`config.mk`:
```
export PLATFORM = sky130hd
export DESIGN_NAME = amu_front
export DESIGN_NICKNAME = d
export VERILOG_FILES = /design/src/rtl/amu_pkg.sv /design/src/rtl/amu_front.sv
export SDC_FILE = /design/constraint.sdc
export NUM_CORES = 1
export LEC_CHECK = 0
export BUFFER_PORTS_ARGS = -buffer_cell sky130_fd_sc_hd__buf_2
export CORE_MARGIN = 4
export CORE_UTILIZATION = 45
export DETAILED_ROUTE_END_ITERATION = 6
export PLACE_DENSITY = 0.81
export SLEW_MARGIN = 25
export SYNTH_ARGS = -nofsm -noshare
export SYNTH_HDL_FRONTEND = slang
export SYNTH_SLANG_ARGS = --single-unit
```
`constraint.sdc`:
```
create_clock -name clk -period 15.55 [get_ports clk]
set_input_delay 0.7775 -clock clk [delete_from_list [all_inputs] [get_ports clk]]
set_output_delay 0.7775 -clock clk [all_outputs]
set_load 0.03 [all_outputs]
```
`src/rtl/amu_pkg.sv`:
```
// ----------------------------------------------------------------------------
// amu_pkg
// Shared types and codes for the affine matrix unit: transaction structs,
// command and status codes, matrix entry indices.
// ----------------------------------------------------------------------------
package amu_pkg;

	// coefficient width and internal wide-value width
	localparam int CW = 32;
	localparam int VW = 66;

	// command queue depth between front and back
	localparam int QDEPTH = 2;
	localparam int QPW    = $clog2(QDEPTH);
	localparam int QCW    = $clog2(QDEPTH + 1);

	// command codes on the input port
	localparam logic [2:0] CMD_LOAD  = 3'd0;
	localparam logic [2:0] CMD_IDENT = 3'd1;
	localparam logic [2:0] CMD_PRE   = 3'd2;
	localparam logic [2:0] CMD_POST  = 3'd3;
	localparam logic [2:0] CMD_TRANS = 3'd4;
	localparam logic [2:0] CMD_INV   = 3'd5;
	localparam logic [2:0] CMD_READ  = 3'd6;

	// status codes
	localparam logic [1:0] STAT_OK       = 2'd0;
	localparam logic [1:0] STAT_SINGULAR = 2'd1;
	localparam logic [1:0] STAT_SAT      = 2'd2;

	// matrix entry indices
	localparam logic [2:0] IXX = 3'd0;
	localparam logic [2:0] IXY = 3'd1;
	localparam logic [2:0] IYX = 3'd2;
	localparam logic [2:0] IYY = 3'd3;
	localparam logic [2:0] IX0 = 3'd4;
	localparam logic [2:0] IY0 = 3'd5;

	// classified operation carried through the queue
	typedef enum logic [2:0] {
		OP_LOAD,
		OP_IDENT,
		OP_PRE,
		OP_POST,
		OP_TRANS,
		OP_INV,
		OP_READ
	} op_t;

	typedef struct packed {
		logic [2:0]           command;
		logic signed [CW-1:0] coef_xx;
		logic signed [CW-1:0] coef_xy;
		logic signed [CW-1:0] coef_yx;
		logic signed [CW-1:0] coef_yy;
		logic signed [CW-1:0] coef_x0;
		logic signed [CW-1:0] coef_y0;
	} cmd_item_t;

	typedef struct packed {
		logic signed [CW-1:0] out_xx;
		logic signed [CW-1:0] out_xy;
		logic signed [CW-1:0] out_yx;
		logic signed [CW-1:0] out_yy;
		logic signed [CW-1:0] out_x0;
		logic signed [CW-1:0] out_y0;
		logic [1:0]           status;
	} rsp_item_t;

	// queue entry: operation plus operand matrix indexed by IXX..IY0
	typedef struct packed {
		op_t               op;
		logic [5:0][CW-1:0] coef;
	} q_item_t;

endpackage

```
`src/rtl/amu_front.sv`:
```
// ----------------------------------------------------------------------------
// amu_front
// Accepts command transactions, decodes the command into an operation and
// holds them in a short queue for the back end.
// ----------------------------------------------------------------------------
module amu_front import amu_pkg::*; (
	input  logic      clk,
	input  logic      arst_n,
	input  logic      cmd_valid,
	output logic      cmd_ready,
	input  cmd_item_t cmd,
	output logic      q_valid,
	input  logic      q_pop,
	output q_item_t   q_item
);

	q_item_t          fifo_q [QDEPTH];
	logic [QPW-1:0]   wr_ptr_q;
	logic [QPW-1:0]   rd_ptr_q;
	logic [QCW-1:0]   count_q;
	q_item_t          enc;
	logic             push;

	// classify the command
	always_comb begin
		enc = '0;
		case (cmd.command)
			CMD_LOAD:  enc.op = OP_LOAD;
			CMD_IDENT: enc.op = OP_IDENT;
			CMD_PRE:   enc.op = OP_PRE;
			CMD_POST:  enc.op = OP_POST;
			CMD_TRANS: enc.op = OP_TRANS;
			CMD_INV:   enc.op = OP_INV;
			default:   enc.op = OP_READ;
		endcase
		enc.coef[IXX] = cmd.coef_xx;
		enc.coef[IXY] = cmd.coef_xy;
		enc.coef[IYX] = cmd.coef_yx;
		enc.coef[IYY] = cmd.coef_yy;
		enc.coef[IX0] = cmd.coef_x0;
		enc.coef[IY0] = cmd.coef_y0;
	end

	assign cmd_ready = (count_q != QCW'(QDEPTH));
	assign push      = cmd_valid && cmd_ready;
	assign q_valid   = (count_q != '0);
	assign q_item    = fifo_q[rd_ptr_q];

	// queue storage
	always_ff @(posedge clk) begin
		if (push) begin
			fifo_q[wr_ptr_q] <= enc;
		end
	end

	// queue pointers
	always_ff @(posedge clk or negedge arst_n) begin
		if (!arst_n) begin
			wr_ptr_q <= '0;
			rd_ptr_q <= '0;
			count_q  <= '0;
		end else begin
			if (push) begin
				wr_ptr_q <= (wr_ptr_q == QPW'(QDEPTH - 1)) ? '0 : wr_ptr_q + 1'b1;
			end
			if (q_pop) begin
				rd_ptr_q <= (rd_ptr_q == QPW'(QDEPTH - 1)) ? '0 : rd_ptr_q + 1'b1;
			end
			if (push && !q_pop) begin
				count_q <= count_q + 1'b1;
			end else if (!push && q_pop) begin
				count_q <= count_q - 1'b1;
			end
		end
	end

endmodule

```
==> results.txt <==
* Number of synthesis warnings: 0
- In the synthesized netlist, the number of instances is 628.
- Xor and xnor area share after synthesis: 0.002947
- Startpoint-to-endpoint class of the critical path: register to primary output
- MaxCap Viol Count: 0
- The region available for standard cell placement spans approximately 0.033 sq mm.
* All-Layer GR Usage: 0.1589
- The H-tree generated during clock tree synthesis spans 2 levels.
- Number of top-level design ports: between 300 and 400
- Clock latency at the later pin of the worst-skew pair: just over 0.5 ns
- Status: finished clean
- Area fraction in and, or, nand and nor cells after synthesis: 0.002021
* Power density over the cells: about 210 mW/mm^2
* Final hold violations: 0
* Most common cell type on the critical path: buf_4
- STA classifies the critical path endpoint as a primary output.
* Final HPWL from detailed placement: approximately 21000 um
- For this design, the CTS-stage hold fixing added 0 buffers.
- Required time of the critical path: roughly 15 ns
- The initial utilization of the core area, before any placement, comes to 0.4567.
* Area fraction in compound gates after synthesis: 0.0005053
* Die outline area: ~0.036 sq mm
* Total number of vias: roughly 7400
* Vias in the first global route: 7787
* Most used cells in the layout excluding fill and tap cells: 395 x buf_2, 390 x edfxtp_1, 140 x mux2_4
- Clock Tree Root: clkbuf_16
- The count of buffers added on input and output ports is 395.
- Summing all multi-input logic gate instances after layout gives approximately 0.0028 sq mm.
- CTS saw a little under 400 sinks.
* First-iteration detailed-routing DRC count: 326
- For the pin with the worst max-slew slack, the measured transition is 0.8817 ns.
* Area growth from synthesis to layout: 25.41%
- In this run the post-CTS setup repair buffer count came out at 0.
- The finished layout holds approximately 1500 standard cells, fillers aside.
- Global routing finished with a remaining overflow of 0.
- Peak supply drop: 164.5 uV
* Largest buffer count on any clock path: 3
- A synthesized cell averages around 24 sq um.
- Including well taps, the total number of placed cells is 1447.
- DRC violation count after routing: 0
- Category of the worst setup path launch point: register
- Maximum clock frequency: between 200 and 250 MHz
- Wires add up to about 30000 um.
- PostCTS Resize Cnt: 0
* Mapped cell area: about 0.015 sq mm
* Wire length per cell after detailed routing: approximately 20 um
- Slowest cell on the critical path: dfrtp_4
* Count of filler cells inserted in the layout: between 2000 and 2500
* Worst slew margin: 0.4122
- Final Critical Period: between 4 and 5 ns
* Adder-Cell Fraction of Synth Area: 0.0008421
* Initial antenna violation count: 5
- Of all nets on the critical path, the largest fanout is 54.
* Worst path max stage delay: slightly below 0.9 ns
- Count of state elements after synthesis: 394
- After synthesis, the share of cell area in mux cells is 0.1832.
* Accumulated negative setup slack: 0 ns
- Synth unique cells: 17
- Site row count: 66
* Vias per Instance: roughly 4.9
- From bottom edge to top edge, the die measures between 150 and 200 um.
- On the final layout, the worst clock skew is around 0.011 ns.
- Clock-pin slew was measured on the worst setup and hold paths at roughly 0.070 ns.
- Total area of sequential cells: 0.01182 sq mm
- Final Slew Violations: 0
- Total CTS buffers: 39
* Dominant combinational cell family by area after synthesis: multiplexers
- Setup repair after global routing missed its margin: false
* Data arrival at the endpoint of the critical path: between 3 and 4 ns
* Clock tree from TritonCTS: built
- In the finished design, the share of the clock period the worst path needs comes to 0.2812.
* Antenna violation net count after detailed routing: 0
- Cell breakdown of the critical path: buf_4 -> buf_4 -> mux2_2 -> buf_2
- Setup violations remaining at the end of the flow were counted as 0.
* Maximum number of pins on one net before global-route repair: 187
* Layout cells sized above 1: 0.6147
- Of the synthesized area, sequential elements account for 0.7949.
* GPL Wtd Cong: 0.8017
- The number of nets handed over by synthesis was roughly 830.
* Leading cell type in the layout, fill and taps excluded: buf_2
- The pre-antenna-repair detailed-routing pass consisted of 6 iterations.
* Overall die width: 189.7 um
- Class of the tightest hold or removal check: input port to async pin
* Global-route wire length before repair: 43970 um
* Final net count: approximately 1200
- In this run the static leakage power is between 7 and 8 nW.
[stage by stage]
stage          worst slack [ns]  power [mW]  utilization  instance area [sq um]  hold slack, ns
2_1_floorplan             5.822       2.722            -                  14860          0.4559
3_3_place_gp              11.69       2.992       0.5298                  17240          0.4702
3_5_place_dp              11.65       3.020       0.5298                  17240          0.5285
4_1_cts                   11.09       3.965       0.5697                  18540         0.04344
5_1_grt                   10.97       4.093       0.5727                  18630         0.04099
6_report                  11.18       3.925       0.5727                  18630         0.06728
[worst max-delay path, delay by kind of cell, from the launching register on]
kind	cells	cell delay (ns)
buf+inv	3	1.70
flops	1	0.87
mux	1	0.42
[cells in the mapped netlist]
master,count,share of area
a21boi_0,1,0.00051
and3_1,1,0.00042
buf_2,5,0.0017
buf_6,17,0.013
clkbuf_1,2,0.00051
dfrtp_1,4,0.0067
edfxtp_1,390,0.79
ha_1,1,0.00084
inv_1,2,0.00051
mux2_2,55,0.042
mux2_4,140,0.14
nand2_1,1,0.00025
nand2b_1,1,0.00042
nor2_1,2,0.00051
or2_2,1,0.00042
xnor2_1,2,0.0012
xor2_1,3,0.0018
[final cells by class]
| class | count | area share |
|---|---|---|
| Antenna cell | 4 | 0.0005372 |
| Tap cell | 442 | 0.02968 |
| Timing Repair Buffer | 404 | 0.1138 |
| Clock inverter | 23 | 0.01363 |
| Multi-Input combinational cell | 208 | 0.1518 |
| Sequential cell | 394 | 0.6341 |
| Clock buffer | 46 | 0.05607 |
| Inverter | 2 | 0.0004029 |
[layer usage]
metal	wire, um	track usage
met5	13	0
met4	1032	0.06372
met3	2365	0.04642
met2	15520	0.2794
met1	11040	0.1836
[cell families after synthesis]
logic type                 after synthesis
adders and majority gates                1
muxes                                  195
buffers and inverters                   26
AOI/OAI and AO/OA                        1
xor gates and xnor gates                 5
DFF                                    394
and+or+nand+nor                          6
[power breakdown]
part           total [mW]  internal [mW]  switching (mW)
clock               0.935          0.564           0.371
sequential           1.54           1.45          0.0852
combinational        1.45          0.547           0.906
total                3.93           2.56            1.36
[flip-flops by register name (all words and copies together) (netlist names)]
register	cells
rd_ptr_q	1
count_q	2
wr_ptr_q	1
fifo_q	390
[path summary, 6_finish.rpt]
path,startpoint,endpoint,slack (ns),cells past startpoint
setup / recovery,rd_ptr_q,q_item[0],11.18,4
hold / removal,arst_n,wr_ptr_q,0.07,1
setup reg to reg,count_q[0],fifo_q[1][110],12.47,5
hold reg to reg,count_q[1],count_q[1],0.53,1
max in group asynchronous,arst_n,rd_ptr_q,15.34,1
min in group clk,cmd[136],fifo_q[1][40],0.45,1
No activity file was read; power rests on OpenSTA's default activity.
